[config.mk]
export PLATFORM = sky130hd
export DESIGN_NAME = keypad_code_lock_unit
export DESIGN_NICKNAME = d
export VERILOG_FILES = /design/src/design/kcl_pkg.sv /design/src/design/keypad_code_lock_unit.sv
export VERILOG_INCLUDE_DIRS = /design/src /design/src/design
export SDC_FILE = /design/constraint.sdc
export NUM_CORES = 1
export LEC_CHECK = 0
export BUFFER_PORTS_ARGS = -buffer_cell sky130_fd_sc_hd__buf_2
export CORE_UTILIZATION = 50
export CTS_CLUSTER_SIZE = 8
export DETAILED_ROUTE_END_ITERATION = 7
export GPL_TIMING_DRIVEN = 0
export PLACE_DENSITY = 0.67
export SYNTH_ARGS = -nofsm -noshare
export SYNTH_HDL_FRONTEND = slang
export SYNTH_SLANG_ARGS = --single-unit
[constraint.sdc]
create_clock -name i_clk -period 9.25 [get_ports i_clk]
set_clock_uncertainty 0.05 [all_clocks]
set_input_delay 1.85 -clock i_clk [delete_from_list [all_inputs] [get_ports i_clk]]
set_output_delay 1.85 -clock i_clk [all_outputs]
set_load 0.05 [all_outputs]
[src/design/keypad_code_lock_unit_assert.svh]
// Assertion macros for the keypad code lock unit.
// Expects i_clk and i_rst_n in the scope where the macros are used.
`ifndef KEYPAD_CODE_LOCK_UNIT_ASSERT_SVH
`define KEYPAD_CODE_LOCK_UNIT_ASSERT_SVH

// same-cycle implication, disabled during reset
`define KCL_ASSERT_IMPLY(name, ante, cons, msg) \
    name: assert property (@(posedge i_clk) disable iff (!i_rst_n) (ante) |-> (cons)) \
        else $error(msg);

// next-cycle implication, disabled during reset
`define KCL_ASSERT_NEXT(name, ante, cons, msg) \
    name: assert property (@(posedge i_clk) disable iff (!i_rst_n) (ante) |=> (cons)) \
        else $error(msg);

`endif

[src/design/kcl_pkg.sv]
// Package for the keypad code lock unit: sizes, key and message codes,
// transaction payload structs. No dependencies.
package kcl_pkg;

    localparam int SLOTS    = 4;
    localparam int CODE_LEN = 4;

    localparam int SLOT_IW = (SLOTS > 1) ? $clog2(SLOTS) : 1;
    localparam int CHAR_IW = (CODE_LEN > 1) ? $clog2(CODE_LEN) : 1;
    localparam int KCNT_W  = $clog2(CODE_LEN + 2);
    localparam int CODE_W  = 8 * CODE_LEN;

    localparam logic [KCNT_W-1:0]  CODE_LEN_K = KCNT_W'(CODE_LEN);
    localparam logic [SLOT_IW-1:0] SLOT_LAST  = SLOT_IW'(SLOTS - 1);

    localparam logic [7:0]  KEY_STAR         = 8'h2A;
    localparam logic [7:0]  KEY_HASH         = 8'h23;
    localparam logic [7:0]  KEY_ONE          = 8'h31;
    localparam logic [31:0] HOLD_TICKS_RESET = 32'd29491199;

    typedef enum logic [2:0] {
        MSG_ENTER   = 3'd0,
        MSG_BAD     = 3'd1,
        MSG_GOOD    = 3'd2,
        MSG_INVALID = 3'd3,
        MSG_VALID   = 3'd4,
        MSG_NOROOM  = 3'd5,
        MSG_SET     = 3'd6
    } t_msg;

    typedef enum logic [2:0] {
        MODE_READY = 3'd0,
        MODE_ENTER = 3'd1,
        MODE_STAR  = 3'd2,
        MODE_SET   = 3'd3,
        MODE_HOLD  = 3'd4
    } t_mode;

    typedef struct packed {
        logic       opcode;
        logic [7:0] key_code;
    } t_lock_in;

    typedef struct packed {
        t_msg       message;
        t_mode      mode;
        logic [7:0] echo_key;
        logic       echo_valid;
        logic [2:0] chars_entered;
        logic       unlock;
    } t_lock_out;

    // factory code: '1', '2', ... at ascending character positions
    function automatic logic [CODE_W-1:0] default_code();
        logic [CODE_W-1:0] code;
        code = '0;
        for (int k = 0; k < CODE_LEN; k++) begin
            code[8*k +: 8] = KEY_ONE + 8'(k);
        end
        return code;
    endfunction

endpackage

[src/design/keypad_code_lock_unit.sv]
// Keypad code lock: one transaction in, one result out. An accepted transaction
// goes through EXEC, then MATCH or FIND when a full code is checked or stored,
// then EMIT; the slot sequencer visits one slot per cycle through a single compare.
// No new transaction is taken until its result is loaded into the output register.
// Reset (synchronous, i_rst_n low): slot 0 = "1234", other slots empty,
// ready mode, hold_ticks = 29491199. Output register frees the input side.
module keypad_code_lock_unit
    import kcl_pkg::*;
(
    input  logic        i_clk,
    input  logic        i_rst_n,
    // input transaction channel
    input  logic        i_in_valid,
    output logic        o_in_stall,
    input  t_lock_in    i_in,
    // result transaction channel
    output logic        o_out_valid,
    input  logic        i_out_stall,
    output t_lock_out   o_out,
    // hold_ticks register
    input  logic        i_cfg_we,
    input  logic [31:0] i_cfg_wdata
);

`include "keypad_code_lock_unit_assert.svh"

    // Sequencer: IDLE takes a transaction, EXEC decodes the key against the
    // current mode, MATCH / FIND walk the slots one per cycle, EMIT loads the
    // output register once it is free.
    typedef enum logic [2:0] {
        S_IDLE,
        S_EXEC,
        S_MATCH,
        S_FIND,
        S_EMIT
    } t_seq;

    t_seq                r_seq,        n_seq;
    logic                r_op,         n_op;
    logic [7:0]          r_key,        n_key;
    logic [31:0]         r_hold_ticks, n_hold_ticks;
    logic [CODE_W-1:0]   r_slot [SLOTS];
    logic [CODE_W-1:0]   n_slot [SLOTS];
    logic [SLOTS-1:0]    r_slot_valid, n_slot_valid;
    logic [CODE_W-1:0]   r_buf,        n_buf;
    t_mode               r_mode,       n_mode;
    logic [KCNT_W-1:0]   r_kcnt,       n_kcnt;
    logic [31:0]         r_hold_cnt,   n_hold_cnt;
    t_msg                r_msg,        n_msg;
    logic [SLOT_IW-1:0]  r_idx,        n_idx;
    // per-transaction result fields, gathered while the sequencer runs
    logic [7:0]          r_echo,       n_echo;
    logic                r_echo_v,     n_echo_v;
    logic [KCNT_W-1:0]   r_shown,      n_shown;
    logic                r_unlock,     n_unlock;
    // output register
    t_lock_out           r_out,        n_out;
    logic                r_out_valid,  n_out_valid;

    logic [31:0]         hold_inc;
    logic                is_star;
    logic                is_hash;
    logic [KCNT_W-1:0]   base_cnt;
    logic [KCNT_W-1:0]   next_cnt;
    logic [CHAR_IW-1:0]  char_idx;

    assign hold_inc = r_hold_cnt + 32'd1;
    assign is_star  = (r_key == KEY_STAR);
    assign is_hash  = (r_key == KEY_HASH);
    // a fresh sequence starts from ready
    assign base_cnt = (r_mode == MODE_READY) ? '0 : r_kcnt;
    assign next_cnt = base_cnt + KCNT_W'(1);
    assign char_idx = base_cnt[CHAR_IW-1:0];

    assign o_in_stall  = (r_seq != S_IDLE);
    assign o_out_valid = r_out_valid;
    assign o_out       = r_out;

    always_comb begin
        n_seq        = r_seq;
        n_op         = r_op;
        n_key        = r_key;
        n_hold_ticks = r_hold_ticks;
        n_slot       = r_slot;
        n_slot_valid = r_slot_valid;
        n_buf        = r_buf;
        n_mode       = r_mode;
        n_kcnt       = r_kcnt;
        n_hold_cnt   = r_hold_cnt;
        n_msg        = r_msg;
        n_idx        = r_idx;
        n_echo       = r_echo;
        n_echo_v     = r_echo_v;
        n_shown      = r_shown;
        n_unlock     = r_unlock;
        n_out        = r_out;
        n_out_valid  = r_out_valid;

        if (r_out_valid && !i_out_stall) begin
            n_out_valid = 1'b0;
        end
        if (i_cfg_we) begin
            n_hold_ticks = i_cfg_wdata;
        end

        unique case (r_seq)
            S_IDLE: begin
                if (i_in_valid) begin
                    n_op  = i_in.opcode;
                    n_key = i_in.key_code;
                    n_seq = S_EXEC;
                end
            end

            S_EXEC: begin
                n_echo   = '0;
                n_echo_v = 1'b0;
                n_unlock = 1'b0;
                n_shown  = r_kcnt;
                n_seq    = S_EMIT;
                if (r_op) begin
                    // timer tick only counts while a verdict is held
                    if (r_mode == MODE_HOLD) begin
                        if (hold_inc >= r_hold_ticks) begin
                            n_hold_cnt = '0;
                            n_mode     = MODE_READY;
                            n_msg      = MSG_ENTER;
                            n_kcnt     = '0;
                            n_shown    = '0;
                        end else begin
                            n_hold_cnt = hold_inc;
                        end
                    end
                end else if (r_mode != MODE_HOLD) begin
                    n_echo   = r_key;
                    n_echo_v = 1'b1;
                    unique case (r_mode)
                        MODE_READY, MODE_ENTER: begin
                            if (r_mode == MODE_READY && is_star) begin
                                n_kcnt  = KCNT_W'(1);
                                n_mode  = MODE_STAR;
                                n_shown = KCNT_W'(1);
                            end else if (is_star || is_hash) begin
                                n_shown    = next_cnt;
                                n_msg      = MSG_BAD;
                                n_mode     = MODE_HOLD;
                                n_hold_cnt = '0;
                                n_kcnt     = '0;
                            end else begin
                                if (base_cnt < CODE_LEN_K) begin
                                    n_buf[{char_idx, 3'b000} +: 8] = r_key;
                                end
                                n_kcnt  = next_cnt;
                                n_shown = next_cnt;
                                n_mode  = MODE_ENTER;
                                if (next_cnt >= CODE_LEN_K) begin
                                    n_idx = '0;
                                    n_seq = S_MATCH;
                                end
                            end
                        end
                        MODE_STAR: begin
                            n_shown = KCNT_W'(2);
                            if (is_star) begin
                                n_kcnt = '0;
                                n_mode = MODE_SET;
                                n_msg  = MSG_SET;
                            end else begin
                                n_msg      = MSG_BAD;
                                n_mode     = MODE_HOLD;
                                n_hold_cnt = '0;
                                n_kcnt     = '0;
                            end
                        end
                        MODE_SET: begin
                            n_shown = next_cnt;
                            if (is_hash && r_kcnt >= CODE_LEN_K) begin
                                n_idx = '0;
                                n_seq = S_FIND;
                            end else if (is_star || is_hash || r_kcnt >= CODE_LEN_K) begin
                                n_buf      = '0;
                                n_msg      = MSG_INVALID;
                                n_mode     = MODE_HOLD;
                                n_hold_cnt = '0;
                                n_kcnt     = '0;
                            end else begin
                                n_buf[{char_idx, 3'b000} +: 8] = r_key;
                                n_kcnt = next_cnt;
                            end
                        end
                        default: begin
                        end
                    endcase
                end
            end

            S_MATCH: begin
                // one slot compared per cycle
                if (r_slot_valid[r_idx] && r_slot[r_idx] == r_buf) begin
                    n_unlock   = 1'b1;
                    n_msg      = MSG_GOOD;
                    n_mode     = MODE_HOLD;
                    n_hold_cnt = '0;
                    n_kcnt     = '0;
                    n_seq      = S_EMIT;
                end else if (r_idx == SLOT_LAST) begin
                    n_msg      = MSG_BAD;
                    n_mode     = MODE_HOLD;
                    n_hold_cnt = '0;
                    n_kcnt     = '0;
                    n_seq      = S_EMIT;
                end else begin
                    n_idx = r_idx + SLOT_IW'(1);
                end
            end

            S_FIND: begin
                // first empty slot takes the new code
                if (!r_slot_valid[r_idx]) begin
                    n_slot[r_idx]       = r_buf;
                    n_slot_valid[r_idx] = 1'b1;
                    n_buf               = '0;
                    n_msg               = MSG_VALID;
                    n_mode              = MODE_HOLD;
                    n_hold_cnt          = '0;
                    n_kcnt              = '0;
                    n_seq               = S_EMIT;
                end else if (r_idx == SLOT_LAST) begin
                    n_msg      = MSG_NOROOM;
                    n_mode     = MODE_HOLD;
                    n_hold_cnt = '0;
                    n_kcnt     = '0;
                    n_seq      = S_EMIT;
                end else begin
                    n_idx = r_idx + SLOT_IW'(1);
                end
            end

            S_EMIT: begin
                if (!r_out_valid || !i_out_stall) begin
                    n_out.message       = r_msg;
                    n_out.mode          = r_mode;
                    n_out.echo_key      = r_echo;
                    n_out.echo_valid    = r_echo_v;
                    n_out.chars_entered = 3'(r_shown);
                    n_out.unlock        = r_unlock;
                    n_out_valid         = 1'b1;
                    n_seq               = S_IDLE;
                end
            end

            default: begin
                n_seq = S_IDLE;
            end
        endcase
    end

    always_ff @(posedge i_clk) begin
        if (!i_rst_n) begin
            r_seq        <= S_IDLE;
            r_hold_ticks <= HOLD_TICKS_RESET;
            for (int s = 0; s < SLOTS; s++) begin
                r_slot[s] <= (s == 0) ? default_code() : '0;
            end
            r_slot_valid <= SLOTS'(1);
            r_buf        <= '0;
            r_mode       <= MODE_READY;
            r_kcnt       <= '0;
            r_hold_cnt   <= '0;
            r_msg        <= MSG_ENTER;
            r_out_valid  <= 1'b0;
        end else begin
            r_seq        <= n_seq;
            r_hold_ticks <= n_hold_ticks;
            r_slot       <= n_slot;
            r_slot_valid <= n_slot_valid;
            r_buf        <= n_buf;
            r_mode       <= n_mode;
            r_kcnt       <= n_kcnt;
            r_hold_cnt   <= n_hold_cnt;
            r_msg        <= n_msg;
            r_out_valid  <= n_out_valid;
        end
        r_op     <= n_op;
        r_key    <= n_key;
        r_idx    <= n_idx;
        r_echo   <= n_echo;
        r_echo_v <= n_echo_v;
        r_shown  <= n_shown;
        r_unlock <= n_unlock;
        r_out    <= n_out;
    end

    // unlock is only ever paired with the good verdict
    `KCL_ASSERT_IMPLY(a_unlock_good, o_out_valid && o_out.unlock, o_out.message == MSG_GOOD, "unlock without good verdict")
    // slots fill from slot 0 upward with no holes
    `KCL_ASSERT_IMPLY(a_slots_packed, 1'b1, r_slot_valid[0] && ((r_slot_valid & (r_slot_valid + SLOTS'(1))) == '0), "slot valid bits not a packed prefix")
    // an accepted transaction makes the block busy
    `KCL_ASSERT_NEXT(a_accept_busy, i_in_valid && !o_in_stall, o_in_stall, "not busy after accept")
    // emit with a free output register delivers and reopens the input
    `KCL_ASSERT_NEXT(a_emit_loads, r_seq == S_EMIT && !(r_out_valid && i_out_stall), o_out_valid && !o_in_stall, "emit did not load result")

endmodule
After elaboration in Yosys (flattened, before gate mapping). Cells that the tools add are included. Widths: inputs -> output; s select.

Flip-flop bits (word level): 284. Input bits: 46. Output and inout bits: 21. Logic and storage cells: 223.

Add/sub/neg operators: 4. $lt $le $gt $ge: 8. Equal/unequal tests: 39. Shift-type cells: 2. Mux-type cells: 110. Bitwise logic cells: 4. Reduce and logical (&&, ||, !) cells: 30.

Operator list (number): $mux 32 (23); $pmux 32 s3 (2); $mux 3 (49); $bwmux 128 (1); $pmux 32 s2 (2); $bmux 32 s2 (1); $demux 32 s2 (1); $pmux 3 s3 (7); $ne 3x3->1 const B (12); $add 32x1->32 const B (1); $bwmux 32 (1); $eq 32x32->1 (1); $ge 32x32->1 (1); $shift 8x7->32 const A (1); $shiftx 8x7->32 (1); $ne 4x4->1 const B (5); $mux 2 (9); $reduce_and 9->1 (2); $eq 8x6->1 const B (2); $ne 2x2->1 const B (8); $pmux 3 s5 (1); $eq 3x2->1 const B (4); $reduce_and 11->1 (1); $reduce_and 10->1 (1); 33 further kinds (60).

Logic depth before layout (Yosys ltp).
Word-level depth: 12. Gate-level depth with buffers: 18. Depth with buffers taken out: 16.

Worst setup path after synthesis. OpenSTA, ideal clock, no wires.

Path type: register to register. Start: register r_hold_cnt[0]. End: register r_hold_cnt[7]. Arrival time: 4355 ps. Required time: 9126 ps. Setup slack: 4771 ps. Cell stages (with the launch flop): 19. Buffers on the path: 2. Path through: dfxtp_1 ha_1 nand3_1 nor4_1 nand2_1 nor4_1 and3_1 xor2_1 ha_1 nand4_1 nor2_1 a21oi_1 o311a_1 o21ai_0 nor4_2 buf_4 buf_4 nand2_1 a31oi_1.

Longest elaborated chain between the ends: 6.

RTL lines: from (decl) (line keypad_code_lock_unit.sv:48) `logic [31:0] r_hold_cnt, n_hold_cnt;`; from (signal assigned) (line keypad_code_lock_unit.sv:280) `r_hold_cnt <= n_hold_cnt;`; $add 32x1->32 * (line keypad_code_lock_unit.sv:67) `assign hold_inc = r_hold_cnt + 32'd1;`; $ge 32x32->1 (line keypad_code_lock_unit.sv:124) `if (hold_inc >= r_hold_ticks) begin`; $mux 32 * (line keypad_code_lock_unit.sv:124); $mux 32 * (line keypad_code_lock_unit.sv:123) `if (r_mode == MODE_HOLD) begin`; $mux 32 * (line keypad_code_lock_unit.sv:121) `if (r_op) begin`; $pmux 32 s3 * (line keypad_code_lock_unit.sv:106) `unique case (r_seq)`.

Every way passes the cells marked *; elsewhere a longest branch is shown, timed or not. The select of a mux whose other input is x is not followed. A chain may end at the register's enable or synchronous reset.

Worst setup path after layout.
Start: register r_hold_cnt[0]. End: register r_hold_cnt[20].

Same word-level chain as after synthesis.

==> results.cfg <==
[synthesis]
syn_nets = 1509
yosysMostFrequentCell = nand2_1
syn_inst = 1424
async_reset_ff_frac = 0
seq_area_frac_synth = 0.473
synth_flop_cell = dfxtp_1
syn_area_per_cell_um2 = 9.09
ys_seq_elements = 284
synth_edf_count = 43
syn_area_um2 = 12900
synth_common_cells = nand2_1, dfxtp_1, a21oi_1
synth_warnings = 0
synth.distinct_cells = 64
synth_area_leader_cell = dfxtp_1
ys_top_cells_by_area = dfxtp_1, edfxtp_1, nand2_1
synth.top_cell.area_share = 0.373

[routing]
ant_nets = 0
drc = 0
drt-total-wl_um = 36500
vias_per_cell = 5.85
vias = 11000
first_pass_iters = 5
wl_per_cell_um = 19.4
drt_iter0_markers = 914

[die]
core-area_um2 = 25300
die_h_um = 163
fp.dieArea_um2 = 26500
die_w_um = 163
start_util = 0.512
ios = 67
num_rows = 58

[clock_network]
cts_buffers = 41
cts_root_buf = clkbuf_16
cts_resized = 0
cts_tree = done
cts.reportedPaths.clkPinSlew_ps = 50
holdBufCountCts = 0
clock_path_buffers = 3
clock-sinks = 284
clk_latency_ps = 520
cts_htree_levels = 2
cts_setup_buffers = 0

[finish]
n_fill_cell = 2242
finalNetCount = 1618
area_growth_pct = 14.6
final_core_util = 0.587
num_antenna_cells = 0
drive_gt1_frac = 0.104

[sta]
tns_ps = 0
setup_ws_ps = 3230
relSlewSlack = 0.152
setup_viol = 0
post-route-period-util = 0.651
finalHoldViolations = 0
rsz0062_at_grt = no
min_period_ps = 6020
drv_slew = 0
worstMarginPinSlew_ps = 1250
fmax_ghz = 0.166

[place]
gp_congestion = 0.936
pre_cts_ws_ps = 3340
dp_hpwl_um = 25000
io_buffers = 65

[status]
outcome = complete, no violations

[pwr]
p_leak_uw = 0.00574
peakVddDrop_uv = 126
p_per_area_nw_per_um2 = 195

[setup_path]
crit_slowest_cell = nor4_2
start_kind = flip-flop
r2r_setup_slack_ps = 3230
end_kind = flip-flop
crit_type = reg -> reg
timing.rr.start = r_hold_cnt[0]$_SDFFE_PN0P_
slowest_delay_ps = 960
critical_path_arrival_ps = 6430
cp-startpoint = r_hold_cnt[0]$_SDFFE_PN0P_
crit_chain = ha_1 > nand3_1 > nor4_1 > nand2_1 > nor4_1 > and3_1 > xor2_1 > ha_1 > nor2b_1 > o21ai_0 > o311a_1 > o21ai_0 > nor4_2 > buf_4 > buf_2 > a22o_1
rr_endpoint = r_hold_cnt[20]$_SDFFE_PN0P_
worstPathMaxFanout = 10
rr_worst_depth = 16
cp.required_ps = 9660

[global_route]
grt_antenna_before_repair = 0
grt_pass1_wl_um = 56200
grt_max_degree = 18
grt_usage = 0.275
grt_pass1_vias = 10300
overflow = 0

[worst_hold_path]
min_to = o_out[6]$_DFFE_PP_
hp-class = reg -> reg
worstHoldStart = r_echo[1]$_SDFFCE_PP0P_
whs_path_depth = 0

[run]
cap_viol_max_count = 0
-- layout make-up --
class / instances / area, um^2 / share of cell area
timing repair buffer: 66 / 340 / 0.0230
multi-input combinational: 1011 / 6300 / 0.425
inverter: 42 / 158 / 0.0106
clock inverter: 2 / 13.8 / 0.000928
sequential: 284 / 6120 / 0.412
tap: 330 / 413 / 0.0278
buffer: 87 / 369 / 0.0249
clock buffer: 54 / 1120 / 0.0754
-- worst max-delay path: cells and delay by family, from the launching register on --
family          cells  cell delay (ps)
simple gates        7             3310
compound gates      4              940
buf+inv             2              570
fa+ha+maj           2              520
flops               1              400
xor+xnor            1              180
-- cell families (layout without fill, tap and decap cells) --
kind of cell / count (synthesis) / in the layout / synth area share
AND/OR/NAND/NOR: 539 / 539 / 0.182
AO/OA/AOI/OAI: 307 / 307 / 0.151
flip-flops: 284 / 284 / 0.473
buffers and inverters: 129 / 251 / 0.0407
XOR/XNOR: 70 / 70 / 0.0474
multiplexers: 56 / 56 / 0.0686
adder cells (fa/ha/maj): 39 / 39 / 0.0377
-- power by group --
group	internal [uW]	switching, uW	leakage [uW]
clock	829	516	0.000551
combinational	73.5	155	0.00283
sequential	1290	25.5	0.00236
-- through the flow --
stage	cells	power [uW]	hold slack (ps)	instance area, um^2
4_1_cts	1876	2900	367	14800
3_5_place_dp	1820	1570	355	13700
2_1_floorplan	1424	1480	350	12900
5_1_grt	1876	2980	368	14800
6_report	1876	2890	365	14800
3_3_place_gp	1819	1560	353	13700
-- cell usage in the layout, fill, tap and decap left out, types with 3 or more instances in the layout --
cell type / n
dfxtp_1: 241
nor2b_1: 9
clkbuf_1: 79
a311oi_1: 3
edfxtp_1: 43
and2_1: 12
o31a_1: 3
buf_4: 5
a21oi_1: 146
a21o_1: 6
a22o_1: 33
mux2i_1: 29
a2111oi_0: 3
o21ai_0: 17
mux4_2: 26
a22oi_1: 17
clkbuf_16: 43
inv_1: 41
buf_2: 72
nor2_1: 76
nor4_1: 5
o21ai_1: 4
and3_1: 19
buf_1: 5
nand3_1: 41
o211ai_1: 20
o22ai_1: 4
nand4_1: 19
a31oi_1: 20
nand2b_1: 13
o31ai_1: 4
xor2_1: 24
o21a_1: 7
xnor2_1: 46
nand2_1: 318
a32o_1: 3
or3_1: 6
ha_1: 39
nor3_1: 6
-- worst max-delay path by stage --
stage / to / slack [ps] / cells after the start
2_1_floorplan: r_hold_cnt[7]$_SDFFE_PN0P_ / 4770 / 18
4_1_cts: r_hold_cnt[14]$_SDFFE_PN0P_ / 3300 / 17
3_3_place_gp: r_hold_cnt[14]$_SDFFE_PN0P_ / 3370 / 17
5_1_grt: r_hold_cnt[11]$_SDFFE_PN0P_ / 2830 / 17
6_report: r_hold_cnt[20]$_SDFFE_PN0P_ / 3230 / 16
3_5_place_dp: r_hold_cnt[11]$_SDFFE_PN0P_ / 3340 / 17
-- layer usage --
metal  wire length (um)  vias to the layer above  global-route usage
met4               1220                        0               0.107
met3               2930                      100              0.0522
met2              16500                      453               0.439
li1                   -                     5216                   -
met1              15800                     5209               0.367
met5                  0                        -                   0
-- sequential cells by signal, summed over array words and instances, names as in the netlist, 2 cells and up --
register / count
r_slot: 128
r_buf: 32
r_hold_cnt: 32
r_hold_ticks: 32
o_out: 19
r_echo: 8
r_key: 8
r_slot_valid: 4
r_kcnt: 3
r_mode: 3
r_msg: 3
r_seq: 3
r_shown: 3
r_idx: 2
No activity file was read; power rests on OpenSTA's default activity.
